## src/rtl/rotate_xor_block_hash_core_macros.svh

```systemverilog
// assertion macros for the rotate-xor block hash core
// used by the top level, expects aclk and aresetn in scope
`ifndef ROTATE_XOR_BLOCK_HASH_CORE_MACROS_SVH
`define ROTATE_XOR_BLOCK_HASH_CORE_MACROS_SVH

// same-cycle implication
`define RXBH_ASSERT_SAME(lbl, ante, cons, msg) \
    lbl: assert property (@(posedge aclk) disable iff (!aresetn) (ante) |-> (cons)) \
        else $error(msg);

// next-cycle implication
`define RXBH_ASSERT_NEXT(lbl, ante, cons, msg) \
    lbl: assert property (@(posedge aclk) disable iff (!aresetn) (ante) |=> (cons)) \
        else $error(msg);

// condition that must never hold
`define RXBH_ASSERT_NEVER(lbl, cond, msg) \
    lbl: assert property (@(posedge aclk) disable iff (!aresetn) !(cond)) \
        else $error(msg);

`endif

```

## src/rtl/rxbh_pkg.sv

```systemverilog
// package for the rotate-xor block hash core
// sizes, queue entry and status types; no dependencies
`timescale 1ns / 1ps

package rxbh_pkg;

    localparam int BLOCK_BYTES   = 16;
    localparam int LENGTH_DIGITS = 5;
    localparam int QUEUE_DEPTH   = 4;

    localparam int HASH_W  = 8 * BLOCK_BYTES;
    localparam int FILL_W  = $clog2(BLOCK_BYTES);
    localparam int BCD_W   = 4 * LENGTH_DIGITS;
    localparam int DIG_W   = $clog2(LENGTH_DIGITS + 1);
    localparam int QPTR_W  = $clog2(QUEUE_DEPTH);
    localparam int QCNT_W  = $clog2(QUEUE_DEPTH + 1);
    localparam int INDEX_W = 4;

    // fill level at which the zero run ends so the digits close the last block
    localparam int PAD_STOP = (BLOCK_BYTES - (LENGTH_DIGITS % BLOCK_BYTES)) % BLOCK_BYTES;

    localparam logic [7:0] ASCII_ZERO = 8'h30;

    typedef struct packed {
        logic [7:0] data;
        logic       end_mark;
        logic       sat;
    } rxbh_entry_t;

    typedef struct packed {
        logic full;
        logic empty;
    } rxbh_fifo_stat_t;

endpackage

```

## src/rtl/rxbh_fifo.sv

```systemverilog
// small queue between the front and back parts of the hash core
// depends on rxbh_pkg
`timescale 1ns / 1ps

module rxbh_fifo
    import rxbh_pkg::*;
(
    input  logic            aclk,
    input  logic            aresetn,
    input  logic            push,
    input  rxbh_entry_t     push_entry,
    input  logic            pop,
    output rxbh_entry_t     pop_entry,
    output rxbh_fifo_stat_t stat
);

    rxbh_entry_t         mem_reg [QUEUE_DEPTH];
    logic [QPTR_W-1:0]   wr_ptr_reg, wr_ptr_next;
    logic [QPTR_W-1:0]   rd_ptr_reg, rd_ptr_next;
    logic [QCNT_W-1:0]   count_reg, count_next;
    logic                do_push, do_pop;

    assign stat.full  = (count_reg == QCNT_W'(QUEUE_DEPTH));
    assign stat.empty = (count_reg == '0);
    assign do_push    = push && !stat.full;
    assign do_pop     = pop && !stat.empty;
    assign pop_entry  = mem_reg[rd_ptr_reg];

    always_comb begin
        wr_ptr_next = wr_ptr_reg;
        rd_ptr_next = rd_ptr_reg;
        count_next  = count_reg;
        if (do_push) begin
            wr_ptr_next = (wr_ptr_reg == QPTR_W'(QUEUE_DEPTH - 1)) ? '0 : wr_ptr_reg + 1'b1;
        end
        if (do_pop) begin
            rd_ptr_next = (rd_ptr_reg == QPTR_W'(QUEUE_DEPTH - 1)) ? '0 : rd_ptr_reg + 1'b1;
        end
        if (do_push && !do_pop) begin
            count_next = count_reg + 1'b1;
        end else if (do_pop && !do_push) begin
            count_next = count_reg - 1'b1;
        end
    end

    always_ff @(posedge aclk) begin
        if (!aresetn) begin
            wr_ptr_reg <= '0;
            rd_ptr_reg <= '0;
            count_reg  <= '0;
        end else begin
            wr_ptr_reg <= wr_ptr_next;
            rd_ptr_reg <= rd_ptr_next;
            count_reg  <= count_next;
        end
    end

    always_ff @(posedge aclk) begin
        if (do_push) begin
            mem_reg[wr_ptr_reg] <= push_entry;
        end
    end

endmodule

```

## src/rtl/rxbh_front.sv

```systemverilog
// front part: accepts message bytes, counts length in bcd, emits padding
// depends on rxbh_pkg
`timescale 1ns / 1ps

module rxbh_front
    import rxbh_pkg::*;
(
    input  logic            aclk,
    input  logic            aresetn,
    input  logic            s_tvalid,
    output logic            s_tready,
    input  logic [7:0]      s_tdata,
    input  logic            s_tlast,
    input  rxbh_fifo_stat_t q_stat,
    output logic            q_push,
    output rxbh_entry_t     q_entry
);

    typedef enum logic [2:0] {
        FR_IDLE  = 3'b001,
        FR_PAD   = 3'b010,
        FR_DIGIT = 3'b100
    } fr_state_t;

    fr_state_t          state_reg, state_next;
    logic [BCD_W-1:0]   bcd_reg, bcd_next;
    logic               sat_reg, sat_next;
    logic [FILL_W-1:0]  fill_reg, fill_next, fill_inc;
    logic [DIG_W-1:0]   dig_cnt_reg, dig_cnt_next;
    logic [DIG_W-1:0]   dig_sel;
    logic               bcd_full;

    function automatic logic [BCD_W-1:0] bcd_inc(input logic [BCD_W-1:0] v);
        logic [BCD_W-1:0] r;
        logic             carry;
        r     = v;
        carry = 1'b1;
        for (int i = 0; i < LENGTH_DIGITS; i++) begin
            if (carry) begin
                if (v[4*i +: 4] == 4'd9) begin
                    r[4*i +: 4] = 4'd0;
                end else begin
                    r[4*i +: 4] = v[4*i +: 4] + 4'd1;
                    carry       = 1'b0;
                end
            end
        end
        return r;
    endfunction

    always_comb begin
        bcd_full = 1'b1;
        for (int i = 0; i < LENGTH_DIGITS; i++) begin
            if (bcd_reg[4*i +: 4] != 4'd9) begin
                bcd_full = 1'b0;
            end
        end
    end

    assign fill_inc = (fill_reg == FILL_W'(BLOCK_BYTES - 1)) ? '0 : fill_reg + 1'b1;
    assign dig_sel  = DIG_W'(LENGTH_DIGITS - 1) - dig_cnt_reg;
    assign s_tready = (state_reg == FR_IDLE) && !q_stat.full;

    always_comb begin
        state_next       = state_reg;
        bcd_next         = bcd_reg;
        sat_next         = sat_reg;
        fill_next        = fill_reg;
        dig_cnt_next     = dig_cnt_reg;
        q_push           = 1'b0;
        q_entry.data     = s_tdata;
        q_entry.end_mark = 1'b0;
        q_entry.sat      = sat_reg;
        unique case (state_reg)
            FR_IDLE: begin
                if (s_tvalid && s_tready) begin
                    q_push    = 1'b1;
                    fill_next = fill_inc;
                    if (bcd_full) begin
                        sat_next = 1'b1;
                    end else begin
                        bcd_next = bcd_inc(bcd_reg);
                    end
                    if (s_tlast) begin
                        state_next = FR_PAD;
                    end
                end
            end
            FR_PAD: begin
                q_entry.data = ASCII_ZERO;
                if (!q_stat.full) begin
                    q_push    = 1'b1;
                    fill_next = fill_inc;
                    if (fill_inc == FILL_W'(PAD_STOP)) begin
                        state_next   = FR_DIGIT;
                        dig_cnt_next = '0;
                    end
                end
            end
            FR_DIGIT: begin
                q_entry.data     = ASCII_ZERO | {4'd0, bcd_reg[4*dig_sel +: 4]};
                q_entry.end_mark = (dig_cnt_reg == DIG_W'(LENGTH_DIGITS - 1));
                if (!q_stat.full) begin
                    q_push       = 1'b1;
                    fill_next    = fill_inc;
                    dig_cnt_next = dig_cnt_reg + 1'b1;
                    if (q_entry.end_mark) begin
                        state_next = FR_IDLE;
                        bcd_next   = '0;
                        sat_next   = 1'b0;
                    end
                end
            end
            default: begin
                state_next = FR_IDLE;
            end
        endcase
    end

    always_ff @(posedge aclk) begin
        if (!aresetn) begin
            state_reg   <= FR_IDLE;
            bcd_reg     <= '0;
            sat_reg     <= 1'b0;
            fill_reg    <= '0;
            dig_cnt_reg <= '0;
        end else begin
            state_reg   <= state_next;
            bcd_reg     <= bcd_next;
            sat_reg     <= sat_next;
            fill_reg    <= fill_next;
            dig_cnt_reg <= dig_cnt_next;
        end
    end

endmodule

```

## src/rtl/rxbh_back.sv

```systemverilog
// back part: buffers blocks, folds them into the hash, emits hash bytes
// depends on rxbh_pkg
`timescale 1ns / 1ps

module rxbh_back
    import rxbh_pkg::*;
(
    input  logic            aclk,
    input  logic            aresetn,
    input  rxbh_fifo_stat_t q_stat,
    input  rxbh_entry_t     q_entry,
    output logic            q_pop,
    output logic            m_tvalid,
    input  logic            m_tready,
    output logic [15:0]     m_tdata,
    output logic            m_tlast,
    output logic            m_tuser
);

    typedef enum logic [1:0] {
        BK_ABSORB = 2'b01,
        BK_EMIT   = 2'b10
    } bk_state_t;

    bk_state_t          state_reg, state_next;
    logic [7:0]         blk_reg [BLOCK_BYTES];
    logic [HASH_W-1:0]  hash_reg, hash_next;
    logic [HASH_W-1:0]  block_vec;
    logic [FILL_W-1:0]  fill_reg, fill_next;
    logic [FILL_W-1:0]  out_cnt_reg, out_cnt_next;
    logic               sat_reg, sat_next;
    logic               block_done;

    // most significant byte of the block is entry zero
    always_comb begin
        for (int k = 0; k < BLOCK_BYTES - 1; k++) begin
            block_vec[8*(BLOCK_BYTES-1-k) +: 8] = blk_reg[k];
        end
        block_vec[7:0] = q_entry.data;
    end

    assign q_pop      = (state_reg == BK_ABSORB) && !q_stat.empty;
    assign block_done = (fill_reg == FILL_W'(BLOCK_BYTES - 1));

    always_comb begin
        state_next   = state_reg;
        hash_next    = hash_reg;
        fill_next    = fill_reg;
        out_cnt_next = out_cnt_reg;
        sat_next     = sat_reg;
        unique case (state_reg)
            BK_ABSORB: begin
                if (q_pop) begin
                    if (block_done) begin
                        hash_next = {hash_reg[HASH_W-2:0], hash_reg[HASH_W-1]} ^ block_vec;
                        fill_next = '0;
                    end else begin
                        fill_next = fill_reg + 1'b1;
                    end
                    if (q_entry.end_mark) begin
                        state_next   = BK_EMIT;
                        sat_next     = q_entry.sat;
                        out_cnt_next = '0;
                    end
                end
            end
            BK_EMIT: begin
                if (m_tready) begin
                    // shifting out all bytes leaves the hash cleared
                    hash_next    = {hash_reg[HASH_W-9:0], 8'd0};
                    out_cnt_next = out_cnt_reg + 1'b1;
                    if (out_cnt_reg == FILL_W'(BLOCK_BYTES - 1)) begin
                        state_next = BK_ABSORB;
                    end
                end
            end
            default: begin
                state_next = BK_ABSORB;
            end
        endcase
    end

    always_ff @(posedge aclk) begin
        if (!aresetn) begin
            state_reg   <= BK_ABSORB;
            hash_reg    <= '0;
            fill_reg    <= '0;
            out_cnt_reg <= '0;
            sat_reg     <= 1'b0;
        end else begin
            state_reg   <= state_next;
            hash_reg    <= hash_next;
            fill_reg    <= fill_next;
            out_cnt_reg <= out_cnt_next;
            sat_reg     <= sat_next;
        end
    end

    always_ff @(posedge aclk) begin
        if (q_pop) begin
            blk_reg[fill_reg] <= q_entry.data;
        end
    end

    assign m_tvalid = (state_reg == BK_EMIT);
    assign m_tdata  = {4'd0, INDEX_W'(out_cnt_reg), hash_reg[HASH_W-1 -: 8]};
    assign m_tlast  = (out_cnt_reg == FILL_W'(BLOCK_BYTES - 1));
    assign m_tuser  = sat_reg;

endmodule

```

## src/rtl/rotate_xor_block_hash_core.sv

```systemverilog
// top level of the rotate-xor block hash core
// depends on rxbh_pkg, rxbh_front, rxbh_fifo, rxbh_back and the macros header
`timescale 1ns / 1ps

// rotate-xor block hash: message bytes stream in on the s_ side, one per
// transaction, and are gathered into 16-byte blocks; each full block rotates
// the 128-bit hash left by one bit and is xored in. the transaction with tlast
// closes the message: the front pads it with 1 to 16 ascii '0' bytes and the
// length as five ascii decimal digits (clamped at 99999, which sets tuser on
// the output), then the 16 hash bytes leave on the m_ side, most significant
// first, and the core is ready for the next message with the hash at zero.
// rate: one message byte per cycle while streaming and the queue has room.
// after the last byte the front pushes the padding bytes into the queue (6 to 21
// of them, one queue push each) before it takes the next message; every push
// waits while the queue is full, which happens when the back is still
// emitting the previous hash. the back drains the same bytes at one per cycle
// and then shows the 16 hash bytes at one per cycle as m_tready allows. a
// 4-entry queue between front and back lets the next message's first bytes
// enter while the hash of the previous one is emitted.

module rotate_xor_block_hash_core
    import rxbh_pkg::*;
(
    input  logic        aclk,
    input  logic        aresetn,
    // input channel
    input  logic        s_tvalid,
    output logic        s_tready,
    input  logic [7:0]  s_tdata,   // [7:0] data_byte
    input  logic        s_tlast,   // last_byte
    // result channel
    output logic        m_tvalid,
    input  logic        m_tready,
    output logic [15:0] m_tdata,   // [7:0] hash_byte, [11:8] byte_index, [15:12] zero
    output logic        m_tlast,   // final_byte
    output logic        m_tuser    // [0] length_saturated
);

`include "rotate_xor_block_hash_core_macros.svh"

    rxbh_fifo_stat_t fifo_stat;
    rxbh_entry_t     push_entry;
    rxbh_entry_t     pop_entry;
    logic            push;
    logic            pop;

    // front: takes bytes, tracks length, generates the padding stream
    rxbh_front u_front (
        .aclk     (aclk),
        .aresetn  (aresetn),
        .s_tvalid (s_tvalid),
        .s_tready (s_tready),
        .s_tdata  (s_tdata),
        .s_tlast  (s_tlast),
        .q_stat   (fifo_stat),
        .q_push   (push),
        .q_entry  (push_entry)
    );

    // queue decoupling the two sides
    rxbh_fifo u_fifo (
        .aclk       (aclk),
        .aresetn    (aresetn),
        .push       (push),
        .push_entry (push_entry),
        .pop        (pop),
        .pop_entry  (pop_entry),
        .stat       (fifo_stat)
    );

    // back: block buffer, fold, hash emission
    rxbh_back u_back (
        .aclk     (aclk),
        .aresetn  (aresetn),
        .q_stat   (fifo_stat),
        .q_entry  (pop_entry),
        .q_pop    (pop),
        .m_tvalid (m_tvalid),
        .m_tready (m_tready),
        .m_tdata  (m_tdata),
        .m_tlast  (m_tlast),
        .m_tuser  (m_tuser)
    );

    // the back must absorb a whole padded block before the next hash appears
    `RXBH_ASSERT_NEXT(a_gap_after_hash, m_tvalid && m_tready && m_tlast, !m_tvalid, "hash run not followed by gap")
    // the front stops taking bytes while it pads
    `RXBH_ASSERT_NEXT(a_pad_blocks_input, s_tvalid && s_tready && s_tlast, !s_tready, "input taken during padding")
    // final mark sits on the last index of the run
    `RXBH_ASSERT_SAME(a_final_index, m_tvalid, m_tlast == (m_tdata[11:8] == 4'(BLOCK_BYTES - 1)), "final mark at wrong index")
    // queue status stays consistent
    `RXBH_ASSERT_NEVER(a_fifo_stat, fifo_stat.full && fifo_stat.empty, "queue full and empty at once")

endmodule

```

## config.mk

```make
export PLATFORM = sky130hd
export DESIGN_NAME = rotate_xor_block_hash_core
export DESIGN_NICKNAME = d
export VERILOG_FILES = /design/src/rtl/rxbh_pkg.sv /design/src/rtl/rxbh_fifo.sv /design/src/rtl/rxbh_front.sv /design/src/rtl/rxbh_back.sv /design/src/rtl/rotate_xor_block_hash_core.sv
export VERILOG_INCLUDE_DIRS = /design/src /design/src/rtl
export SDC_FILE = /design/constraint.sdc
export NUM_CORES = 1
export LEC_CHECK = 0
export BUFFER_PORTS_ARGS = -buffer_cell sky130_fd_sc_hd__buf_2
export CORE_MARGIN = 3
export CORE_UTILIZATION = 49
export CTS_CLUSTER_DIAMETER = 80
export DETAILED_ROUTE_END_ITERATION = 10
export PLACE_DENSITY_LB_ADDON = 0.2
export SLEW_MARGIN = 20
export SYNTH_ARGS = -nofsm -noshare
export SYNTH_HDL_FRONTEND = slang
export SYNTH_SLANG_ARGS = --single-unit
export TNS_END_PERCENT = 20
```

## constraint.sdc

```tcl
create_clock -name aclk -period 3.71 [get_ports aclk]
set_clock_uncertainty 0.1 [all_clocks]
set_input_delay 0.371 -clock aclk [delete_from_list [all_inputs] [get_ports aclk]]
set_output_delay 0.371 -clock aclk [all_outputs]
set_load 0.1 [all_outputs]
```

==> Yosys cells after proc, flatten, opt, wreduce, memory -nomap -nowiden <==
Memories as Yosys holds them, arrays and structs flattened. A register that Yosys moved wholly into a read port is not among the register bits.
Index checks and enable logic that the tools add are counted.
{ "classes": {"add_sub_neg": 14, "n_eq_ne": 41, "shifts": 1, "mux": 87, "bitwise_logic": 1, "n_reduce_logical": 32} }
{ "ops": {"columns": ["op", "count"], "rows": [
  ["128-bit two-way mux", 3],
  ["128-bit one-hot mux with 2 select lines", 1],
  ["128-bit XOR", 1],
  ["20-bit two-way mux", 4],
  ["4-bit two-way mux", 16],
  ["20-bit one-hot mux with 2 select lines", 1],
  ["4-bit equality test, second input constant", 9],
  ["1-bit two-way mux", 35],
  ["3-bit two-way mux", 11],
  ["4-bit by 1-bit adder with 4-bit output, second input constant", 8],
  ["6-bit AND reduction", 5],
  ["2-bit != test, second input constant", 12],
  ["4-bit != test, second input constant", 5],
  ["20-bit by 6-bit variable part select with 4-bit output", 1],
  ["2-bit two-way mux", 8],
  ["4-bit one-hot mux with 2 select lines", 2],
  ["8-bit one-hot mux with 2 select lines", 1],
  ["4-bit AND reduction", 4],
  ["2-bit by 1-bit != test with 1-bit output, second input constant", 6],
  ["5-bit AND reduction", 2],
  ["2-bit nonzero test", 5],
  ["3-bit equality test, second input constant", 3],
  ["3-bit one-hot mux with 3 select lines", 1],
  ["1-bit logical AND", 7],
  ["other kinds (16)", 25]
]} }
{ "totals": {"register_bits": 177, "ramBits": 168, "inputBits": 13, "output_inout_bits": 20, "word_cells": 195, "mem_count": 2} }
{ "memory_table": {"columns": ["name", "words", "width", "read_ports", "rd_clocked_by_memory_dff", "write_ports", "line", "rtl"], "rows": [
  ["u_back.blk_reg", 16, 8, 15, 0, 1, "rxbh_back.sv:26", "logic [7:0] blk_reg [BLOCK_BYTES];"],
  ["u_fifo.mem_reg", 4, 10, 1, 1, 1, "rxbh_fifo.sv:17", "rxbh_entry_t mem_reg [QUEUE_DEPTH];"]
]} }

==> Logic depth before layout (Yosys ltp) <==
{ "depth": {"word_depth": 25, "ltp_mapped": 10, "mapped_depth_nobuf": 9} }

==> By module <==
Synthesis repeated with hierarchy kept, for this count alone.
{ "hier_totals": {"hier_cells": 1422, "area_unflattened_um2": 16331.9} }
{ "by_module_without_submodules": {"columns": ["mod", "instances", "cells_each", "area_per_inst_um2", "seq_area_each_um2"], "rows": [
  ["rxbh_back", 1, 1063, 12285.5, 6386.1],
  ["rxbh_front", 1, 256, 2130.8, 620.6],
  ["rxbh_fifo", 1, 103, 1915.6, 1381.3]
]} }

==> Least setup slack after synthesis <==
OpenSTA, ideal clock, no wires.
{ "synth_timing": {"path_type": "reg2reg", "start": "register u_front.state_reg[1]", "end": "register u_fifo.count_reg[2]", "setup_ps": 76, "t_arrival_ps": 2707, "t_required_ps": 3534, "path_slack_ps": 827, "stages_incl_launch_ff": 11, "path_buffers": 2, "period_less_slack_ps": 2883, "path_cell_list": "dfxtp_1 > clkbuf_1 > nand2b_1 > a311oi_1 > clkbuf_1 > ha_1 > inv_1 > fa_1 > xor2_1 > or3_1 > a21boi_0"} }
{ "synth_via": {"elab_chain_len": 9, "elab_cells_between_ends": 14, "classes_between": "eq/ne (3); mux (3); reduce/logical (8)"} }
{ "synth_lines": {"columns": ["element", "line", "rtl"], "rows": [
  ["from (decl)", "rxbh_front.sv:25", "fr_state_t state_reg, state_next;"],
  ["from (signal assigned)", "rxbh_front.sv:128", "state_reg <= state_next;"],
  ["3-bit by 1-bit equality test with 1-bit output", "rxbh_front.sv:62, rxbh_front.sv:74", null],
  ["1-bit logical AND", "rxbh_front.sv:62", "assign s_tready = (state_reg == FR_IDLE) && !q_stat.full;"],
  ["1-bit logical AND", "rxbh_front.sv:76", "if (s_tvalid && s_tready) begin"],
  ["1-bit two-way mux", "rxbh_front.sv:76", null],
  ["1-bit one-hot mux with 2 select lines *", "rxbh_front.sv:74", "unique case (state_reg)"],
  ["1-bit logical AND *", "rxbh_fifo.sv:25", "assign do_push = push && !stat.full;"],
  ["named net u_fifo.do_push", "rxbh_fifo.sv:21", "logic do_push, do_pop;"],
  ["1-bit logical NOT", "rxbh_fifo.sv:41", "end else if (do_pop && !do_push) begin"],
  ["1-bit logical AND", "rxbh_fifo.sv:41", null],
  ["2-bit nonzero test (no line)", null, null],
  ["to (signal assigned)", "rxbh_fifo.sv:54", "count_reg <= count_next;"],
  ["to (decl)", "rxbh_fifo.sv:20", "logic [QCNT_W-1:0] count_reg, count_next;"]
]} }
The timed path passes the listed nets; every way through them passes the cells marked *.
A chain may end at the register's enable or synchronous reset.

==> Worst setup path after layout <==
{ "layout_timing": {"start": "register u_fifo.count_reg[0]", "end": "register u_fifo.count_reg[2]"} }
{ "layout_via": {"elab_chain_len": 10, "elab_cells_between_ends": 21, "classes_between": "add/sub (2); eq/ne (1); mux (5); reduce/logical (13)"} }
{ "layout_lines": {"columns": ["element", "line", "rtl"], "rows": [
  ["3-bit equality test", "rxbh_fifo.sv:23", "assign stat.full = (count_reg == QCNT_W'(QUEUE_DEPTH));"],
  ["1-bit logical NOT", "rxbh_fifo.sv:25, rxbh_front.sv:62", null],
  ["1-bit logical AND", "rxbh_front.sv:62", null],
  ["1-bit logical AND", "rxbh_front.sv:76", null],
  ["1-bit two-way mux", "rxbh_front.sv:76", null],
  ["1-bit one-hot mux with 2 select lines", "rxbh_front.sv:74", null],
  ["1-bit logical AND", "rxbh_fifo.sv:25", null],
  ["1-bit logical NOT", "rxbh_fifo.sv:41", null],
  ["1-bit logical AND", "rxbh_fifo.sv:41", null],
  ["2-bit nonzero test (no line)", null, null]
]} }
Several ways; a longest one is shown, not always the timed one. The select of a mux whose other input is x is not followed.

==> summary.txt <==
Run status
  – Status: finished, final reports clean

Setup path
  – WP data arrival: around 3.1 ns
  – Worst setup EP type: register
  – Worst path required time: slightly above 4 ns
  – Critical path class: register to register
  – Crit Path Max Fanout: 8
  – Startpoint types: register

Floorplan
  – Die Width: 182 um
  – Top Ports: 33
  – Die Ht: roughly 180 um
  – Core Footprint: ~30000 sq um
  – Starting Density: 50.5%
  – Std-Cell Rows: 63
  – Full die area: ~33000 sq um

Final layout
  – Final Instance Area: 16900 sq um
  – Area Growth Syn to Fin: 11.4%
  – Most frequent cells in the layout: nand2_1, dfxtp_1, edfxtp_1, xnor2_1, o211ai_1
  – Most common cell after layout, fill and taps aside: nand2_1
  – Layout cell share with drive strength beyond 1: between 9 and 10%
  – Non-filler instance count after layout: 1805
  – FILL cells: roughly 2500
  – Largest register FFs: between 100 and 150
  – Final nets: around 1400
  – Antenna Cells: 0

Detailed routing
  – Final ANT Viol Nets: 0
  – Routed length on met2: 15.4 mm
  – Avg WL per Cell: about 17 um
  – Met3 wire length: between 1 and 1.5 mm
  – DR iter-0 viols: approximately 600
  – Via count: slightly above 10000
  – Final wirelength: about 31 mm
  – DRC Markers: 0
  – M1 WL: 14.3 mm
  – Pre-antenna DRT Iters: 5
  – Top sig layer: met4
  – Via-to-Cell Ratio: approximately 5.6

Clock network
  – H-tree depth: 2
  – Post-cts resize count: 0
  – CTS Hold Bufs: 0
  – Clock Latency Late Sink: 0.51 ns
  – Clk sinks: between 300 and 400
  – CTS tree: done
  – CTS Buf Count: 38
  – CTS Root Cell: clkbuf_16
  – Post-CTS Setup Repair Bufs: 0
  – Clock buffer depth: 3
  – Reg clk slew, reported paths: around 0.06 ns

Hold path
  – Hold Crit Class: input port to register

Pwr
  – Cell leakage power: 5.76 nW
  – Pwr/cell area: slightly below 600 nW/um^2
  – Max rail drop VDD: a little over 300 uV
  – Final Total Pwr: about 10 mW

Placed design
  – Buffers on Ports: 28
  – Dpl hpwl: 19.1 mm
  – Cells after DPL: ~1700
  – Post-DP Area: 15600 sq um
  – Pre-CTS WS: 0.904 ns
  – Gpl congestion: roughly 0.8

Yosys
  – Post-synth cell types: 63
  – Mapped Area: approximately 15000 sq um
  – Seq cells post-synth: ~340
  – Dominant cells by area after synthesis: edfxtp_1, dfxtp_1, xnor2_1
  – Syn Area/Cell: 10.9 sq um
  – Dominant cell type by area after synthesis: edfxtp_1
  – Syn Inst Count: 1398
  – Share of Yosys cell area claimed by the top area cell type: a little under a third
  – Register area share after synthesis: around 55%
  – Top FF cell, synth: dfxtp_1
  – Asr flop ratio synth: 0%
  – Number of synthesized flops with an enable pin: 160
  – Warnings from Yosys: 0

GRT
  – Total gr overflow: 0
  – Initial antenna violation count: 0
  – Number of global-route vias before repair: 10100
  – First-pass GRT wire length: 51.9 mm
  – All-Layer GR Usage: 18.8%
  – Pin count of the biggest net entering global routing: around 230

STA
  – Achievable Freq: ~360 MHz
  – Final hold violations: 0
  – Final Critical Period: 2.81 ns
  – Final worst-path cycle share: 75.7%
  – Worst-margin pin slew: between 1 and 1.5 ns
  – Final WS setup: between 0.9 and 1 ns
  – Setup TNS: 0 ns
  – Final setup viols: 0
  – Final Max Tran Viols: 0
  – Unrepaired setup endpoints after global routing: no
  – Rel. slew slack: approximately 33%

Run
  – Max Cap Viol: 0
==> power by group <==
group / internal, mW / switching [mW] / total (mW)
Clock: 2.42 / 1.45 / 3.87
Combinational: 0.490 / 1.01 / 1.50
Sequential: 4.37 / 0.181 / 4.55
Total: 7.28 / 2.64 / 9.92
==> final timing paths <==
check,start,endpoint,slack (ns),cells after the start
setup / recovery,u_fifo.count_reg[0],u_fifo.count_reg[2],0.90,9
hold / removal,s_tvalid,u_front.bcd_reg[15],0.07,3
setup reg to reg,u_fifo.count_reg[0],u_fifo.count_reg[2],0.90,9
hold reg to reg,u_back.hash_reg[113],u_back.hash_reg[113],0.38,2
==> per-layer routing <==
layer / GRT usage (%) / vias to the layer above
met5: 0 / -
met4: 4.30 / 0
met3: 2.87 / 38
met2: 33.1 / 176
met1: 24.7 / 4909
li1: - / 4955
==> area by class of cell <==
type                            instances  area (sq um)  share of cell area, %
Tap cell                              390           488                   2.88
Sequential cell                       339          8390                   49.6
Clock buffer                           51          1090                   6.46
Clock inverter                         18           220                   1.30
Multi-Input combinational cell        942          6320                   37.4
Inverter                               19          71.3                  0.421
Timing Repair Buffer                   46           340                   2.01
==> cells in the mapped netlist, types with 3 or more instances <==
cell type / instances
nand2_1: 288
dfxtp_1: 179
edfxtp_1: 160
xnor2_1: 132
o211ai_1: 124
a21boi_0: 98
clkbuf_1: 57
a21boi_1: 36
nor2_1: 30
ha_1: 26
inv_1: 18
nand3_1: 18
buf_1: 15
buf_2: 15
o21ai_0: 15
mux4_2: 14
or3_1: 14
buf_4: 13
nor2b_1: 12
and2_1: 11
o31ai_1: 11
a31oi_1: 9
nand3b_1: 9
a21oi_1: 7
mux2i_1: 7
nor3_1: 6
nor3b_1: 6
o21a_1: 6
and3_1: 5
nand2b_1: 5
nand4_1: 4
o41ai_1: 4
a311oi_1: 3
a31o_2: 3
nand4b_1: 3
==> cell families after synthesis <==
kind of cell | Yosys count | share of synthesized area (%)
xor gates and xnor gates | 134 | 7.72
adders and majority gates | 27 | 2.27
muxes | 21 | 2.54
and+or+nand+nor | 421 | 12.3
buffers and inverters | 120 | 3.46
DFF | 339 | 55.2
other | 1 | 0.0247
AOI/OAI and AO/OA | 335 | 16.5
==> metrics by stage <==
step                hold WS, ns  utilization [%]
floorplan                 0.356                -
global placement          0.366             51.8
detailed placement        0.374             51.8
CTS                      0.0587             56.2
global route             0.0836             56.2
finish                   0.0730             56.2
==> critical path, cell delays in order, from the launching register on <==
cell	delay [ns]
dfxtp_1	0.36
or3_1	0.40
and3_1	0.29
inv_1	0.20
ha_1	0.22
inv_1	0.07
fa_1	0.44
xor2_1	0.18
or3_1	0.30
a21boi_0	0.18
Note: power is estimated with default switching activity, not from simulation.
